$ cat src/rtl/ssu_pkg.sv
// Shared types and constants for the sorted set union block.
package ssu_pkg;

	// Width of one element value
	localparam int unsigned VALUE_W = 16;

	// Operation codes carried on the operation port
	localparam logic [1:0] OP_LOAD_A = 2'd0;
	localparam logic [1:0] OP_LOAD_B = 2'd1;
	localparam logic [1:0] OP_FINISH = 2'd2;

	// Controller states
	typedef enum logic {
		ST_IDLE,
		ST_SCAN
	} state_t;

endpackage

$ cat src/rtl/ssu_store.sv
// Value store: single-port-write, registered-read synchronous memory.
module ssu_store
	import ssu_pkg::*;
#(
	parameter int unsigned DEPTH = 64,
	parameter int unsigned AW    = 6
) (
	input  logic               clk,
	input  logic               we,
	input  logic [AW-1:0]      waddr,
	input  logic [VALUE_W-1:0] wdata,
	input  logic               re,
	input  logic [AW-1:0]      raddr,
	output logic [VALUE_W-1:0] rdata
);

	logic [VALUE_W-1:0] mem [DEPTH];
	logic [VALUE_W-1:0] rdata_q;

	// Write port
	always_ff @(posedge clk) begin
		if (we) begin
			mem[waddr] <= wdata;
		end
	end

	// Read port, registered output
	always_ff @(posedge clk) begin
		if (re) begin
			rdata_q <= mem[raddr];
		end
	end

	assign rdata = rdata_q;

endmodule

$ cat src/rtl/ssu_ctrl.sv
// Load bookkeeping and repeated-minimum scan over the value store.
module ssu_ctrl
	import ssu_pkg::*;
#(
	parameter int unsigned CAPACITY = 64,
	parameter int unsigned AW       = 6,
	parameter int unsigned CW       = 7
) (
	input  logic               clk,
	input  logic               arst_n,
	input  logic               start,
	input  logic [1:0]         operation,
	input  logic [VALUE_W-1:0] value,
	output logic               busy,
	// store access
	output logic               mem_we,
	output logic [AW-1:0]      mem_waddr,
	output logic [VALUE_W-1:0] mem_wdata,
	output logic               mem_re,
	output logic [AW-1:0]      mem_raddr,
	input  logic [VALUE_W-1:0] mem_rdata,
	// results
	output logic               strobe,
	output logic [VALUE_W-1:0] element,
	output logic               last,
	output logic               none,
	output logic               overflow
);

	state_t state_q, state_d;

	logic [CW-1:0]      count_q;
	logic               ovf_q;
	logic [CW-1:0]      ridx_q;
	logic               rd_s1;
	logic               best_valid_q;
	logic [VALUE_W-1:0] best_q;
	logic               pend_valid_q;
	logic [VALUE_W-1:0] pend_q;
	logic               strobe_q;
	logic [VALUE_W-1:0] element_q;
	logic               last_q;
	logic               none_q;
	logic               overflow_q;

	logic accept, is_load, is_finish, has_room;
	logic load_ok, load_drop, finish_empty, finish_run;
	logic issue, pass_end, qual, run_done;

	// Decode and scan control
	always_comb begin
		busy         = (state_q == ST_SCAN);
		accept       = start && !busy;
		is_load      = operation inside {OP_LOAD_A, OP_LOAD_B};
		is_finish    = (operation == OP_FINISH);
		has_room     = (count_q < CW'(CAPACITY));
		load_ok      = accept && is_load && has_room;
		load_drop    = accept && is_load && !has_room;
		finish_empty = accept && is_finish && (count_q == '0);
		finish_run   = accept && is_finish && (count_q != '0);
		issue        = busy && (ridx_q != count_q);
		pass_end     = busy && (ridx_q == count_q) && !rd_s1;
		// candidate: above the value already taken and below the best so far
		qual         = rd_s1 && (!pend_valid_q || (mem_rdata > pend_q)) &&
			(!best_valid_q || (mem_rdata < best_q));
		run_done     = pass_end && !best_valid_q;

		state_d = state_q;
		case (state_q)
			ST_IDLE: begin
				if (finish_run) state_d = ST_SCAN;
			end
			ST_SCAN: begin
				if (run_done) state_d = ST_IDLE;
			end
			default: state_d = ST_IDLE;
		endcase
	end

	// Loads go in only while idle, reads happen only while scanning: no overlap
	assign mem_we    = load_ok;
	assign mem_waddr = count_q[AW-1:0];
	assign mem_wdata = value;
	assign mem_re    = issue;
	assign mem_raddr = ridx_q[AW-1:0];

	// Control state
	always_ff @(posedge clk or negedge arst_n) begin
		if (!arst_n) begin
			state_q      <= ST_IDLE;
			count_q      <= '0;
			ovf_q        <= 1'b0;
			ridx_q       <= '0;
			rd_s1        <= 1'b0;
			best_valid_q <= 1'b0;
			pend_valid_q <= 1'b0;
			strobe_q     <= 1'b0;
		end else begin
			state_q  <= state_d;
			rd_s1    <= issue;
			strobe_q <= finish_empty || (pass_end && pend_valid_q);

			if (load_ok) count_q <= count_q + CW'(1);
			else if (run_done) count_q <= '0;

			if (load_drop) ovf_q <= 1'b1;
			else if (finish_empty || run_done) ovf_q <= 1'b0;

			if (finish_run || (pass_end && best_valid_q)) ridx_q <= '0;
			else if (issue) ridx_q <= ridx_q + CW'(1);

			if (finish_run || pass_end) best_valid_q <= 1'b0;
			else if (qual) best_valid_q <= 1'b1;

			if (finish_run) pend_valid_q <= 1'b0;
			else if (pass_end && best_valid_q) pend_valid_q <= 1'b1;
		end
	end

	// Datapath registers
	always_ff @(posedge clk) begin
		if (qual) best_q <= mem_rdata;
		if (pass_end && best_valid_q) pend_q <= best_q;
		if (finish_empty) begin
			element_q  <= '0;
			last_q     <= 1'b1;
			none_q     <= 1'b1;
			overflow_q <= ovf_q;
		end else if (pass_end) begin
			// held value goes out; last when this pass found nothing larger
			element_q  <= pend_q;
			last_q     <= !best_valid_q;
			none_q     <= 1'b0;
			overflow_q <= ovf_q;
		end
	end

	assign strobe   = strobe_q;
	assign element  = element_q;
	assign last     = last_q;
	assign none     = none_q;
	assign overflow = overflow_q;

endmodule

$ cat src/rtl/sorted_set_union.sv
// Sorted set union top level: value store plus scan controller.
// Loads (operation 0 or 1) never raise busy; a load into a full store is
// dropped and flags overflow. A finish emits each distinct stored value
// once in ascending order, one strobe per result, last marked; an empty
// store gives one result with none set, in the cycle after the finish,
// without busy. Results cannot be held off by the receiver. The union is
// found by repeated minimum search: each pass reads all n stored entries
// through the single memory read port, and a run of d distinct values
// takes d + 1 passes with busy high; the store and overflow flag are clear
// when busy falls, together with the last result.
module sorted_set_union
	import ssu_pkg::*;
#(
	parameter int unsigned CAPACITY = 64
) (
	input  logic               clk,
	input  logic               arst_n,
	input  logic               start,
	output logic               busy,
	input  logic [1:0]         operation,
	input  logic [VALUE_W-1:0] value,
	output logic               strobe,
	output logic [VALUE_W-1:0] element,
	output logic               last,
	output logic               none,
	output logic               overflow
);

	localparam int unsigned AW = $clog2(CAPACITY);
	localparam int unsigned CW = $clog2(CAPACITY + 1);

	logic               mem_we;
	logic [AW-1:0]      mem_waddr;
	logic [VALUE_W-1:0] mem_wdata;
	logic               mem_re;
	logic [AW-1:0]      mem_raddr;
	logic [VALUE_W-1:0] mem_rdata;

	// Value memory
	ssu_store #(
		.DEPTH (CAPACITY),
		.AW    (AW)
	) u_store (
		.clk   (clk),
		.we    (mem_we),
		.waddr (mem_waddr),
		.wdata (mem_wdata),
		.re    (mem_re),
		.raddr (mem_raddr),
		.rdata (mem_rdata)
	);

	// Controller
	ssu_ctrl #(
		.CAPACITY (CAPACITY),
		.AW       (AW),
		.CW       (CW)
	) u_ctrl (
		.clk       (clk),
		.arst_n    (arst_n),
		.start     (start),
		.operation (operation),
		.value     (value),
		.busy      (busy),
		.mem_we    (mem_we),
		.mem_waddr (mem_waddr),
		.mem_wdata (mem_wdata),
		.mem_re    (mem_re),
		.mem_raddr (mem_raddr),
		.mem_rdata (mem_rdata),
		.strobe    (strobe),
		.element   (element),
		.last      (last),
		.none      (none),
		.overflow  (overflow)
	);

endmodule

$ cat config.mk
export PLATFORM = sky130hd
export DESIGN_NAME = sorted_set_union
export DESIGN_NICKNAME = d
export VERILOG_FILES = /design/src/rtl/ssu_pkg.sv /design/src/rtl/ssu_store.sv /design/src/rtl/ssu_ctrl.sv /design/src/rtl/sorted_set_union.sv
export SDC_FILE = /design/constraint.sdc
export NUM_CORES = 1
export LEC_CHECK = 0
export BUFFER_PORTS_ARGS = -buffer_cell sky130_fd_sc_hd__buf_2
export CELL_PAD_IN_SITES_DETAIL_PLACEMENT = 0
export CELL_PAD_IN_SITES_GLOBAL_PLACEMENT = 1
export CORE_ASPECT_RATIO = 1.5
export CORE_UTILIZATION = 56
export CTS_CLUSTER_SIZE = 30
export DETAILED_ROUTE_END_ITERATION = 8
export PLACE_DENSITY = 0.77
export SYNTH_ARGS = -nofsm -noshare
export SYNTH_HDL_FRONTEND = slang
export SYNTH_SLANG_ARGS = --single-unit
export TNS_END_PERCENT = 50
$ cat constraint.sdc
create_clock -name clk -period 3.3 [get_ports clk]
set_clock_uncertainty 0.15 [all_clocks]
set_input_delay 0.66 -clock clk [delete_from_list [all_inputs] [get_ports clk]]
set_output_delay 0.66 -clock clk [all_outputs]
set_load 0.01 [all_outputs]
After elaboration in Yosys (flattened, before gate mapping)
Memory sizes are Yosys's and may differ from the RTL's. A register that Yosys moved wholly into a read port is not among the register bits.
Index checks and enable logic that the tools add are counted.
Word-level totals
  register bits after elaboration: 71
  RAM bits: 1024
  memories: 1
Memories
  u_store.mem: words 64, bits a word 16, rd ports 1, clocked after memory_dff 1, write ports 1, line ssu_store.sv:17  | logic [VALUE_W-1:0] mem [DEPTH];
Operators by class
  add/sub/neg operators: 2
  order comparisons: 3
  eq/ne operators: 4
  muxes and demuxes: 17
  bitwise gates (word level): 1
  reduce and logical (&&, ||, !) cells: 36
Operators with widths (number)
  7-bit two-way mux: 4
  16-bit greater-than comparator: 1
  16-bit less-than comparator: 1
  1-bit logical AND: 15
  7-bit by 1-bit adder with 7-bit output (second input constant): 2
  2-bit nonzero test: 7
  1-bit two-way mux: 12
  7-bit equality test: 1
  7-bit logical NOT: 1
  7-bit less-than comparator (second input constant): 1
  7-bit inequality test: 1
  7-bit nonzero test: 1
  1-bit logical OR: 6
  1-bit logical NOT: 5
  2-bit by 1-bit equality test with 1-bit output (second input constant): 1
  2-bit equality test (second input constant): 1
  2-bit logical NOT: 1
  1-bit one-hot mux with 2 select lines: 1
  1-bit inverter: 1

Logic depth before layout (Yosys ltp)
Gate-level depths: netlist of run 1.
  depth after elaboration: 7
  depth in mapped cells: 10
  gate-level depth less buffers: 8

Modules after synthesis
From an unflattened synthesis of run 1, not the netlist that was laid out.
Unflattened totals
  cell total of the unflattened synthesis: 2171
  area, all modules: 43965.9 sq um
By module, submodules not included
  ssu_store: instances 1, cells an instance 1829, area each 40202.3 sq um
  ssu_ctrl: instances 1, cells an instance 342, area each 3763.6 sq um

Least setup slack after synthesis of run 1
No wires, ideal clock.
  kind: register to register
  start: register u_store.rdata_q[15], in the netlist u_store.rdata[15], read port of u_store.mem
  end: register u_ctrl.best_q[0], enable pin
  arrival: 2429 ps
  path slack: 322 ps
  cell stages (with the launch flop): 8
  buffers on the path: 0
  path through: edfxtp_1 -> ha_1 -> and4_1 -> nand4_1 -> a21o_1 -> o2111a_1 -> a211o_1 -> a31oi_1
On the way
  cells in the longest elaborated chain, start to end: 4
  elaborated cells on any way between the ends: 6
  classes of those cells: 2 x order compare; 4 x reduce/logical
Ends and longest elaborated chain
  start: declaration: line ssu_store.sv:18  | logic [VALUE_W-1:0] rdata_q;
  16-bit greater-than comparator: line ssu_ctrl.sv:64  | qual = rd_s1 && (!pend_valid_q || (mem_rdata > pend_q)) &&
  1-bit logical OR: line ssu_ctrl.sv:64
  1-bit logical AND: line ssu_ctrl.sv:64
  1-bit logical AND *: line ssu_ctrl.sv:64
  net u_ctrl.qual: line ssu_ctrl.sv:48  | logic issue, pass_end, qual, run_done;
  end signal: assignment: line ssu_ctrl.sv:122  | if (qual) best_q <= mem_rdata;
  end: declaration: line ssu_ctrl.sv:37  | logic [VALUE_W-1:0] best_q;
Mark *: on every way through the listed nets, which the timed path passes. The rest lies on a longest branch.
A chain may end at the register's enable or synchronous reset.

Worst setup path after layout of run 1
  start: register u_ctrl.ridx_q[0]
  end: register u_store.rdata_q[5], in the netlist u_store.rdata[5], read port of u_store.mem, data pin
On the way
  cells in the longest elaborated chain, start to end: 2
Ends and longest elaborated chain
  start: declaration: line ssu_ctrl.sv:34  | logic [CW-1:0] ridx_q;
  start signal: assignment: line ssu_ctrl.sv:110  | else if (issue) ridx_q <= ridx_q + CW'(1);
  7-bit inequality test: line ssu_ctrl.sv:61  | issue = busy && (ridx_q != count_q);
  1-bit logical AND: line ssu_ctrl.sv:61
Several ways; a longest one is shown, not always the timed one.

==> metrics list, run 1 <==
- Status: finished, final reports clean
* Category of the critical setup timing path: reg -> reg
* Sequential-to-total area share from yosys stat: 76.5%
* Global placer's final weighted congestion: 0.900
* EDFF count, synth: 1073
* Largest driver fanout on the critical path: 29
- Summed negative setup slack over all endpoints: 0 ns
- Most repeated library cell on the critical path: mux4_2
- After synthesis the netlist holds a flip-flop and latch count of 1111.
- Crit end category: flop
- Once layout is complete, the cells apart from fillers number 3363.
* Routed length per instance: 31.9 um
* Die area: 78300 um2
- Crit path launch type: flop
* Upper clock frequency limit: 315 MHz
* Total of endpoints with negative setup slack in the final report: 0
- 42 I/O pins were placed.
* Clock network latency to the later pin of the worst-skew pair: 0.66 ns
* Number of sinks handled by clock tree synthesis: 1111
* Number of antenna violations at the first check in global routing: 2
- After technology mapping, the gate count stands at 2052.
- Internal power: 28.1 mW
- Of the total power, combinational logic draws 28.2%.
- The detailed router placed 21500 vias in this run.
- The first global-routing pass estimated 154 mm of wire.
- Of the total power, the clock network draws 30.0%.
- Once the floorplan was initialized, standard cells occupied 56.6% of the core.
* Number of warnings reported in the yosys synthesis log: 0
- Arrival time at the worst endpoint: 3.40 ns
* Count of buffer and inverter cells on the critical path: 2
- CP peak stage delay: 0.55 ns
* Most used cells in the layout excluding fill and tap cells: edfxtp_1 (1073), mux4_2 (253), buf_4 (161), nor2_1 (113), clkbuf_16 (100)
- Post-DP HPWL: 68.2 mm
- The pre-antenna-repair detailed-routing pass consisted of 5 iterations.
- Max-cap violations in this run came to 0.
- Area growth syn-to-layout: 14.0%
* Die X-Extent: 229 um
* Ratio of routed vias to standard cells: 6.41
- In the global route stage, overall resource usage came out at 27.9%.
- After the last flow step, the layout net total stands at 2329.
- TritonCTS built the clock tree.
* GR met1 Demand/Resource: 34.6%
* Crit path cell chain: buf_12, buf_4, mux4_2, mux4_2, o22ai_1, nor2_1
- Clock Path Buffers: 3
- The most used flip-flop cell after synthesis is edfxtp_1.
- The count of pins over their slew limit came to 0.
- In this run the vertical extent of the chip is 342 um.
- In this run switching power makes up 29.7% of total power.
- At the worst endpoint, the required time is 3.53 ns.
- Port buffering added 41 buffers.
- Transition at the pin with the smallest max-transition slack: 0.987 ns
- Setup repair after global routing left no endpoint under its margin.
- Most used routing layer: met2
- Minimum clock period after layout: 3.17 ns
- Leak pwr: 16.1 nW
- Clock-pin slew was measured on the worst setup and hold paths at 0.07 ns.
- 0 antenna diodes ended up in the layout.
- Power Dens Cells: 810 nW/um2
* Worst rel slew slack: 34.2%
- IR analysis of the VDD net gives a maximum drop of 0.000510 V.
* WL final: 107 mm
* Post-detailed-route count of antenna-violating nets: 0
- Cell Area, Synth: 43200 um2
- Cells with a size suffix above 1 make up 27.9% of the layout.
* Remaining design rule violation count: 0
- Summed over all layers, the global routing overflow is 0.
- Dominant delay contributor by cell family on the critical path: multiplexers
- For met3 alone, demand over resource in global routing was 3.60%.
- Commonest non-fill, non-tap cell in the layout: edfxtp_1
- Switching power summed over all nets: 11.9 mW
- The detailed router finished its first iteration with 2601 violations.
- Average instance area after synthesis: 21.1 um2
- Pin count of the biggest net entering global routing: 65
* Synthesized netlist net count: 2107
- Number of distinct library cell variants in the gate-level netlist after synthesis: 57
* Met2 demand-to-capacity share in global routing: 48.8%
- Core ar.: 76300 um2
- The worst path uses 96.1% of the clock period.
- Number of global-route vias before repair: 21800
- Site Rows: 124
- Of all flip-flops after synthesis, the portion carrying an async set or reset was 1.80%.
- The filler cells instantiated in the layout total 4963.
* Count of H-tree levels built during CTS: 3
- Cell at the root of the clock tree: clkbuf_16
- Clock tree synthesis inserted a total of 97 buffers.
* Critical Path Slowest Stage Cell: mux4_2
- The hold violation count in the final report is 0.
- The min-delay analysis places its worst path in the category in -> reg.
- The number of placed instances, taps included, is 3182.
- Sequential power share: 41.8%
[layer usage]
metal / share of wire [%] / vias up
met5: 0.014 / -
li1: - / 8932
met1: 35 / 11300
met2: 53 / 1081
met4: 5.2 / 2
met3: 7.0 / 200
[power by group through the flow]
stage	logic [mW]	registers, mW	clock network, mW
CTS	11.4	16.7	12.1
detailed placement	11.3	17.0	0
global placement	11.2	17.0	0
global route	11.8	16.7	12.6
floorplan	7.22	16.5	0
finish	11.3	16.7	12.0
[tightest hold or removal path, delay by kind of cell]
family	cells	cell delay (ns)
buf+inv	1	0.09
simple gates	3	0.30
[timing repair]
item,4_1_cts,5_1_grt
buffers inserted,0,0
endpoints found under the setup margin,0,0
hold buffers,1,0
resized for setup,0,0
endpoints found under the hold margin,20,0
[per-stage QoR]
stage          hold WS, ns  power, mW  util (%)  worst slack (ns)  cell area [um2]
3_3_place_gp         0.282       28.2      60.2             0.116            45900
4_1_cts              0.233       40.2      64.6             0.136            49300
6_report             0.277       39.9      64.6             0.130            49300
5_1_grt              0.289       41.1      64.6            0.0583            49300
3_5_place_dp         0.284       28.3      60.2             0.147            45900
2_1_floorplan        0.214       23.8         -             0.322            43200
[kinds of logic (layout without fill, tap and decap cells)]
group,count (synthesis),in the layout,share of synthesized area [%]
AOI/OAI and AO/OA,169,169,2.69
xor gates and xnor gates,14,14,0.284
adders and majority gates,34,34,0.984
buffers and inverters,148,451,1.83
DFF,1111,1111,76.5
muxes,334,334,15.1
and+or+nand+nor,242,242,2.62
[area by class of cell]
type | instances | area, um2 | share of cell area [%]
clock inverters | 70 | 833 | 1.69
inverters | 36 | 135 | 0.274
well taps | 1008 | 1260 | 2.56
repair buffers | 235 | 2060 | 4.19
multi-input cells | 793 | 9370 | 19.0
flip-flops and latches | 1111 | 33100 | 67.1
clock buffers | 110 | 2540 | 5.15
[path summary, 6_finish.rpt]
check	depth (start not counted)	slack [ns]	to	start
max	6	0.13	u_store.rdata[5]	u_ctrl.ridx_q[0]
min	4	0.28	u_ctrl.pend_valid_q	operation[0]
max reg2reg	6	0.13	u_store.rdata[5]	u_ctrl.ridx_q[0]
min reg2reg	0	0.30	u_ctrl.pend_q[13]	u_ctrl.best_q[13]
max in group asynchronous	2	2.25	u_ctrl.ridx_q[0]	arst_n
min in group asynchronous	2	0.35	u_ctrl.pend_valid_q	arst_n
[flip-flops by register name, indices dropped and copies added, names as in the netlist]
register / cells
u_ctrl.none: 1
u_ctrl.count_q: 7
u_ctrl.best_valid_q: 1
u_ctrl.element: 16
u_store.rdata: 16
u_ctrl.pend_valid_q: 1
u_ctrl.rd_s1: 1
u_ctrl.ovf_q: 1
u_store.mem: 1024
u_ctrl.overflow: 1
u_ctrl.last: 1
u_ctrl.strobe: 1
u_ctrl.pend_q: 16
u_ctrl.ridx_q: 7
u_ctrl.best_q: 16
u_ctrl.busy: 1
[cells in the mapped netlist (3+ instances only)]
master / count / area share (%)
edfxtp_1: 1073 / 75
mux4_2: 253 / 13
nor2_1: 113 / 0.98
mux2i_1: 77 / 1.8
nand2_1: 40 / 0.35
buf_2: 38 / 0.44
clkbuf_1: 36 / 0.31
inv_1: 35 / 0.30
ha_1: 34 / 0.98
a211oi_1: 26 / 0.45
nand3_1: 24 / 0.28
dfrtp_1: 20 / 1.2
buf_6: 19 / 0.49
o21ai_1: 19 / 0.22
o22ai_1: 19 / 0.27
a21oi_1: 18 / 0.21
a22oi_1: 18 / 0.31
dfxtp_1: 18 / 0.83
a221oi_1: 15 / 0.30
nor2b_1: 15 / 0.22
o21ai_0: 13 / 0.15
buf_4: 11 / 0.19
xnor2_1: 10 / 0.20
a21o_1: 9 / 0.16
o221ai_1: 9 / 0.18
nand4_1: 8 / 0.12
buf_1: 7 / 0.061
nand2b_1: 7 / 0.10
and2_1: 5 / 0.072
or3_1: 5 / 0.072
a22o_1: 4 / 0.081
a31oi_1: 4 / 0.058
mux2_2: 4 / 0.10
nor3_1: 4 / 0.046
o31ai_1: 4 / 0.069
or2_2: 4 / 0.058
xor2_1: 4 / 0.081
and4_1: 3 / 0.061
nand3b_1: 3 / 0.052
Power figures use the tool's default switching activity.
==> run 2, diff against run 1 <==
--- a/config.mk
+++ b/config.mk
@@ -5,7 +5,7 @@
 export SDC_FILE = /design/constraint.sdc
 export NUM_CORES = 1
 export LEC_CHECK = 0
-export BUFFER_PORTS_ARGS = -buffer_cell sky130_fd_sc_hd__buf_2
+export BUFFER_PORTS_ARGS = -buffer_cell sky130_fd_sc_hd__buf_4
 export CELL_PAD_IN_SITES_DETAIL_PLACEMENT = 0
 export CELL_PAD_IN_SITES_GLOBAL_PLACEMENT = 1
 export CORE_ASPECT_RATIO = 1.5
==> metrics list, run 2 (same netlist as run 1, synthesis figures left out) <==
- Leaving out fill and tap cells, the most frequent cell in the layout is edfxtp_1.
- The detailed router placed 21400 vias in this run.
- In this run the power density over the cells is 796 nW/um2.
- Least setup slack across all paths after layout: 0.0626 ns
- Share of post-route cells with drive strength above 1: 27.1%
- Across the whole layout, storage elements account for 33100 um2.
- Status: finished, final reports clean
- In this run the tool buffered the top-level ports with 41 buffer cells.
* Detailed Route Iter0 Violations: 2284
* Most used cells in the layout excluding fill and tap cells: edfxtp_1 (1073), mux4_2 (253), buf_4 (206), nor2_1 (113), clkbuf_16 (100)
* Crit end category: flop
- 42 I/O pins were placed.
- The first global-routing pass estimated 153 mm of wire.
* Minimum clock period after layout: 3.24 ns
* Clock-pin slew on the worst setup and hold paths: 0.07 ns
- The first detailed-routing pass ran for 5 iterations.
- The finished cells cover 48900 um2.
* Remaining design rule violation count: 0
- The total area inside the core boundary comes to 76300 um2.
- Arrival time at the worst endpoint: 3.49 ns
- The worst register-to-register path begins at u_ctrl.ridx_q[0].
- Die Y: 342 um
- Entering global routing, the biggest net connects 65 pins.
- Once layout is complete, the utilization of the core stands at 64.1%.
- The design draws 38.9 mW.
- Post-route fraction of the period consumed by the critical path: 98.1%
* Worst rel slew slack: 28.6%
* Number of antenna violations at the first check in global routing: 1
- Clock Path Buffers: 3
- Number of global-route vias before repair: 22000
* Die X-Extent: 229 um
- In the global route stage, overall resource usage came out at 27.8%.
- Area growth syn-to-layout: 13.1%
- Filler Cells Inserted: 5123
* Pre-CTS setup slack: 0.0164 ns
* Multi-input gate area: 9380 um2
* VDD IR max: 0.000441 V
- The clock reaches the later pin of the worst-skew pair after 0.68 ns.
- Number of sinks handled by clock tree synthesis: 1111
* Required time reported for the critical path endpoint: 3.55 ns
- Count of H-tree levels built during CTS: 3
* Hold path cells: 5
- Summed over all layers, the global routing overflow is 0.
- Largest driver fanout on the critical path: 33
* Clock tree from TritonCTS: yes
- Number of buffers added by the clock tree synthesis step: 97
- Based on the critical path, the design can be clocked at up to 309 MHz.
- In this run the register-to-register setup slack is 0.06 ns.
- More flip-flops sit in one register than any other, and that register is u_store.mem.
- After floorplanning, the core was divided into 124 placement rows.
- Max reg flops: 1024
* Category of the critical setup timing path: reg -> reg
- Counting cells, the worst reg-to-reg path comes to 6.
- Dividing the detail-routed via count by the number of cells gives 6.38.
- Summed over all failing endpoints, the final setup total negative slack is 0 ns.
* Placement-stage cell area: 45800 um2
- The path with the worst hold slack has its endpoint at u_ctrl.count_q[1].
- Detailed placement finished with a half-perimeter wire length of 66.9 mm.
- The initial utilization of the core area, before any placement, comes to 56.6%.
* Routed length per instance: 31.8 um
* Worst hold-check path type: in -> reg
- The die covers 78300 um2.
* Cell at the root of the clock tree: clkbuf_16
- Unrepaired setup endpoints after global routing: no
* Number of max-slew violations in the final report: 0
- R2r endpoint: u_store.rdata[0]
- The hold violation count in the final report is 0.
* Worst Hold Launch: operation[1]
* Number of maximum-capacitance violations: 0
- The final layout contains routed wiring with a total length of 107 mm.
- Setup violations remaining at the end of the flow were counted as 0.
* Fin nets: 2321
- Crit path launch type: flop
- In this run the static leakage power is 15.9 nW.
- Global placer's final weighted congestion: 0.930
* Post-detailed-route count of antenna-violating nets: 0
- At the pin with the least slew margin, the transition time is 1.06 ns.
## run 2: changes by cell type in the layout (fill, tap and decap cells not counted)
cell / previous run / this run
buf_2: 41 / 0
bufinv_16: 18 / 7
clkinv_1: 17 / 20
buf_12: 32 / 20
o22ai_2: 0 / 1
buf_4: 161 / 206
clkinv_4: 3 / 0
diode_2: 0 / 3
inv_8: 0 / 1
clkbuf_1: 10 / 17
o22ai_1: 19 / 18
clkinvlp_4: 9 / 8
clkinv_2: 21 / 16
inv_16: 0 / 2
## run 2: repair_timing
action                                  4_1_cts  5_1_grt
buffers inserted                              0        0
gates resized for setup                       0        1
endpoints found under the setup margin        0        1
hold buffers                                  1        0
endpoints found under the hold margin        20        0
## run 2: through the flow
step           cells  hold WS, ns
3_3_place_gp    3174        0.283
6_report        3351        0.252
4_1_cts         3348        0.218
5_1_grt         3348        0.276
2_1_floorplan   2052        0.214
3_5_place_dp    3174        0.284
## run 2: worst max path at each step
| stage | from | endpoint | cells past startpoint |
|---|---|---|---|
| final | u_ctrl.ridx_q[0] | u_store.rdata[0] | 6 |
| after global routing | u_ctrl.ridx_q[0] | u_store.rdata[0] | 6 |
| after CTS | u_ctrl.ridx_q[0] | u_store.rdata[12] | 6 |
| after detailed placement | u_ctrl.ridx_q[0] | u_store.rdata[12] | 6 |
| after global placement | u_ctrl.ridx_q[0] | u_store.rdata[12] | 6 |
| after floorplan | u_store.rdata[15] | u_ctrl.best_q[0] | 7 |
## run 2: layer usage
layer / up-vias / routed length [um] / track usage, %
met5: - / 0 / 0
met4: 0 / 5680 / 14.8
met3: 215 / 6700 / 3.36
met2: 997 / 55900 / 48.1
met1: 11300 / 38400 / 34.5
li1: 8902 / - / -
## run 2: final cells by class
class                   count  area share, %
clock buffers             117           5.25
multi-input cells         793           19.2
inverters                  36          0.276
clock inverters            56           1.04
diodes                      3         0.0154
well taps                1008           2.58
flip-flops and latches   1111           67.7
repair buffers            227           4.00
## run 2: worst max-delay path: stages, from the launching register on
cell     delay, ns
dfrtp_4       0.47
buf_12        0.22
buf_12        0.31
mux4_2        0.56
mux4_2        0.46
o22ai_1       0.59
nor2_1        0.10
## run 2: report_power, final
part / switching (mW) / internal [mW]
Combinational: 6.19 / 5.04
Sequential: 0.550 / 16.0
Clock: 5.00 / 6.11
Total: 11.7 / 27.2
==> run 3, diff against run 2 <==
==> constraint.sdc (replaced) <==
create_clock -name clk -period 3.69 [get_ports clk]
set_clock_uncertainty 0.15 [all_clocks]
set_input_delay 0.738 -clock clk [delete_from_list [all_inputs] [get_ports clk]]
set_output_delay 0.738 -clock clk [all_outputs]
set_load 0.01 [all_outputs]
==> metrics list, run 3 (same netlist as run 1, synthesis figures left out) <==
- Number of antenna violations at the first check in global routing: 0
- The initial utilization of the core area, before any placement, comes to 56.6%.
- Switching power summed over all nets: 10.6 mW
- Cells with a size suffix above 1 make up 26.0% of the layout.
- In the layout the commonest cells are edfxtp_1 (1073), mux4_2 (253), buf_4 (184), nor2_1 (113), clkbuf_16 (98).
* Crit path cell chain: buf_4, mux4_2, a221oi_1, o21ai_1, nand2_1, nor2_1
- Net switching is 30.4% of the power.
* Power share of the clock group: 28.6%
- Global routing used 27.8% of the available tracks across all layers.
* Die area: 78300 um2
- Number of max-slew violations in the final report: 0
* Power Dens Cells: 719 nW/um2
- At the pin with the least slew margin, the transition time is 0.927 ns.
- Critical Path Slowest Stage Cell: dfrtp_4
- Setup violations remaining at the end of the flow were counted as 0.
- Register name with the most flops: u_store.mem
- Internal power: 24.3 mW
- The worst setup path is launched from a flop.
- At the worst endpoint, the arrival time is 3.53 ns.
- Fin nets: 2291
- Routed length per instance: 32.0 um
* VDD IR max: 0.000412 V
- Upper clock frequency limit: 306 MHz
- After the first detailed-routing iteration, the DRC count stood at 2219.
* Dominant delay contributor by cell family on the critical path: flip-flops
- Clock-pin slew on the worst setup and hold paths: 0.07 ns
- TritonCTS built the clock tree.
- Port Buffer Count: 41
* CP peak stage delay: 0.78 ns
- Core ar.: 76300 um2
- At the end of routability-driven placement, the weighted congestion stood at 0.924.
- Leaving out fill and tap cells, the most frequent cell in the layout is edfxtp_1.
- Data on the critical path is required at its endpoint by 3.96 ns.
* Category of the critical setup timing path: reg -> reg
- After global routing the overflow that remains totals 0.
- Hold slack final: 0.244 ns
- Crit end category: flop
- Part of the total power dissipated in combinational logic: 28.3%
* Remaining design rule violation count: 0
- TritonCTS created 95 clock buffers.
- Cell at the root of the clock tree: clkbuf_16
- Worst rel slew slack: 38.2%
- The final critical path takes up 88.4% of the cycle.
- Setup repair after global routing left no endpoint under its margin.
* Clock network latency to the later pin of the worst-skew pair: 0.67 ns
- Summed over all layers, the routed wires come to 106 mm.
* Leak pwr: 15.8 nW
- The register with the most flip-flops in the layout has 1024 of them.
* Total number of vias: 21500
* Status: finished, final reports clean
* Count of instances resized after the clock tree is built: 0
* Site Rows: 124
- Pin count of the biggest net entering global routing: 65
- Number of sinks handled by clock tree synthesis: 1111
- Fin. Hold Viols: 0
* Die X-Extent: 229 um
* Largest driver fanout on the critical path: 17
- The via count of the first global-routing pass came to 22000.
- Compared with the post-synthesis result, the final layout area differs by 12.5%.
* First-pass GRT wire length: 153 mm
- For the finished layout, the period the worst path requires is 3.26 ns.
* Number of maximum-capacitance violations: 0
- Post-detailed-route count of antenna-violating nets: 0
- Count of H-tree levels built during CTS: 3
- 42 I/O pins were placed.
- Summed negative setup slack over all endpoints: 0 ns
- Counting along the longest clock path gives a buffer depth of 3.
- From bottom edge to top edge, the die measures 342 um.
- The tightest min-delay check is of the in -> reg type.
* Ratio of routed vias to standard cells: 6.47
- Sequential power share: 43.0%
* Count of buffer and inverter cells on the critical path: 1
- Post-DP HPWL: 67.7 mm
- The pre-antenna-repair detailed-routing pass consisted of 5 iterations.
run 3: cell types whose count changed in the layout (fill, tap and decap cells not counted), moves of 2 or more:
cell        delta
inv_16         -2
clkbuf_16      -2
bufinv_16      +3
buf_4         -22
clkinv_1       +2
clkinvlp_4     -3
buf_12         -6
diode_2        -2
inv_6          +2
clkbuf_1       +2
run 3: routing by layer:
layer | vias up | track usage [%] | share of wire, %
met5 | - | 0 | 0
met2 | 1045 | 48.8 | 53
met4 | 0 | 12.4 | 4.5
li1 | 8836 | - | -
met3 | 197 | 3.77 | 6.9
met1 | 11400 | 34.7 | 36
run 3: tightest hold or removal path, cell delays in order:
cell     delay [ns]
buf_4          0.10
nor4b_1        0.08
nand2_1        0.07
nand2_1        0.04
run 3: layout make-up:
class | instances | area [um2]
flip-flops and latches | 1111 | 33100
fillers | 5085 | 27700
multi-input cells | 793 | 9370
clock buffers | 117 | 2520
repair buffers | 199 | 1670
well taps | 1008 | 1260
clock inverters | 58 | 557
inverters | 36 | 135
diodes | 1 | 2.50
run 3: worst paths after layout:
path                            cells past startpoint                end  slack (ns)              start
worst max-delay path                                6   u_store.rdata[0]        0.43   u_ctrl.ridx_q[0]
worst min-delay path                                4  u_ctrl.count_q[1]        0.24       operation[1]
min in group asynchronous                           2   u_ctrl.ridx_q[1]        0.35             arst_n
worst min register to register                      0  u_ctrl.pend_q[15]        0.30  u_ctrl.best_q[15]
worst max register to register                      6   u_store.rdata[0]        0.43   u_ctrl.ridx_q[0]
max in group asynchronous                           2   u_ctrl.ridx_q[2]        2.78             arst_n
run 3: what timing repair did:
item                                    4_1_cts  5_1_grt
setup buffers                                 0        0
endpoints found under the setup margin        0        0
hold buffers                                  1        0
endpoints found under the hold margin        20        0
run 3: stage by stage:
| step | cell area [um2] | total power, mW | worst slack (ns) | utilization (%) | std cells |
|---|---|---|---|---|---|
| after floorplan | 43200 | 21.3 | 0.712 | - | 2052 |
| after global placement | 45500 | 25.1 | 0.428 | 59.6 | 3146 |
| after detailed placement | 45500 | 25.2 | 0.420 | 59.6 | 3146 |
| after CTS | 48600 | 35.1 | 0.405 | 63.7 | 3322 |
| after global routing | 48600 | 35.9 | 0.317 | 63.7 | 3322 |
| final | 48600 | 34.9 | 0.427 | 63.7 | 3323 |
run 3: power groups by stage:
| stage | clock [mW] | combinational [mW] | sequential [mW] |
|---|---|---|---|
| floorplan | 0 | 6.46 | 14.8 |
| global placement | 0 | 9.81 | 15.3 |
| detailed placement | 0 | 9.93 | 15.3 |
| CTS | 10.1 | 9.98 | 15.0 |
| global route | 10.5 | 10.3 | 15.1 |
| finish | 10.0 | 9.90 | 15.0 |
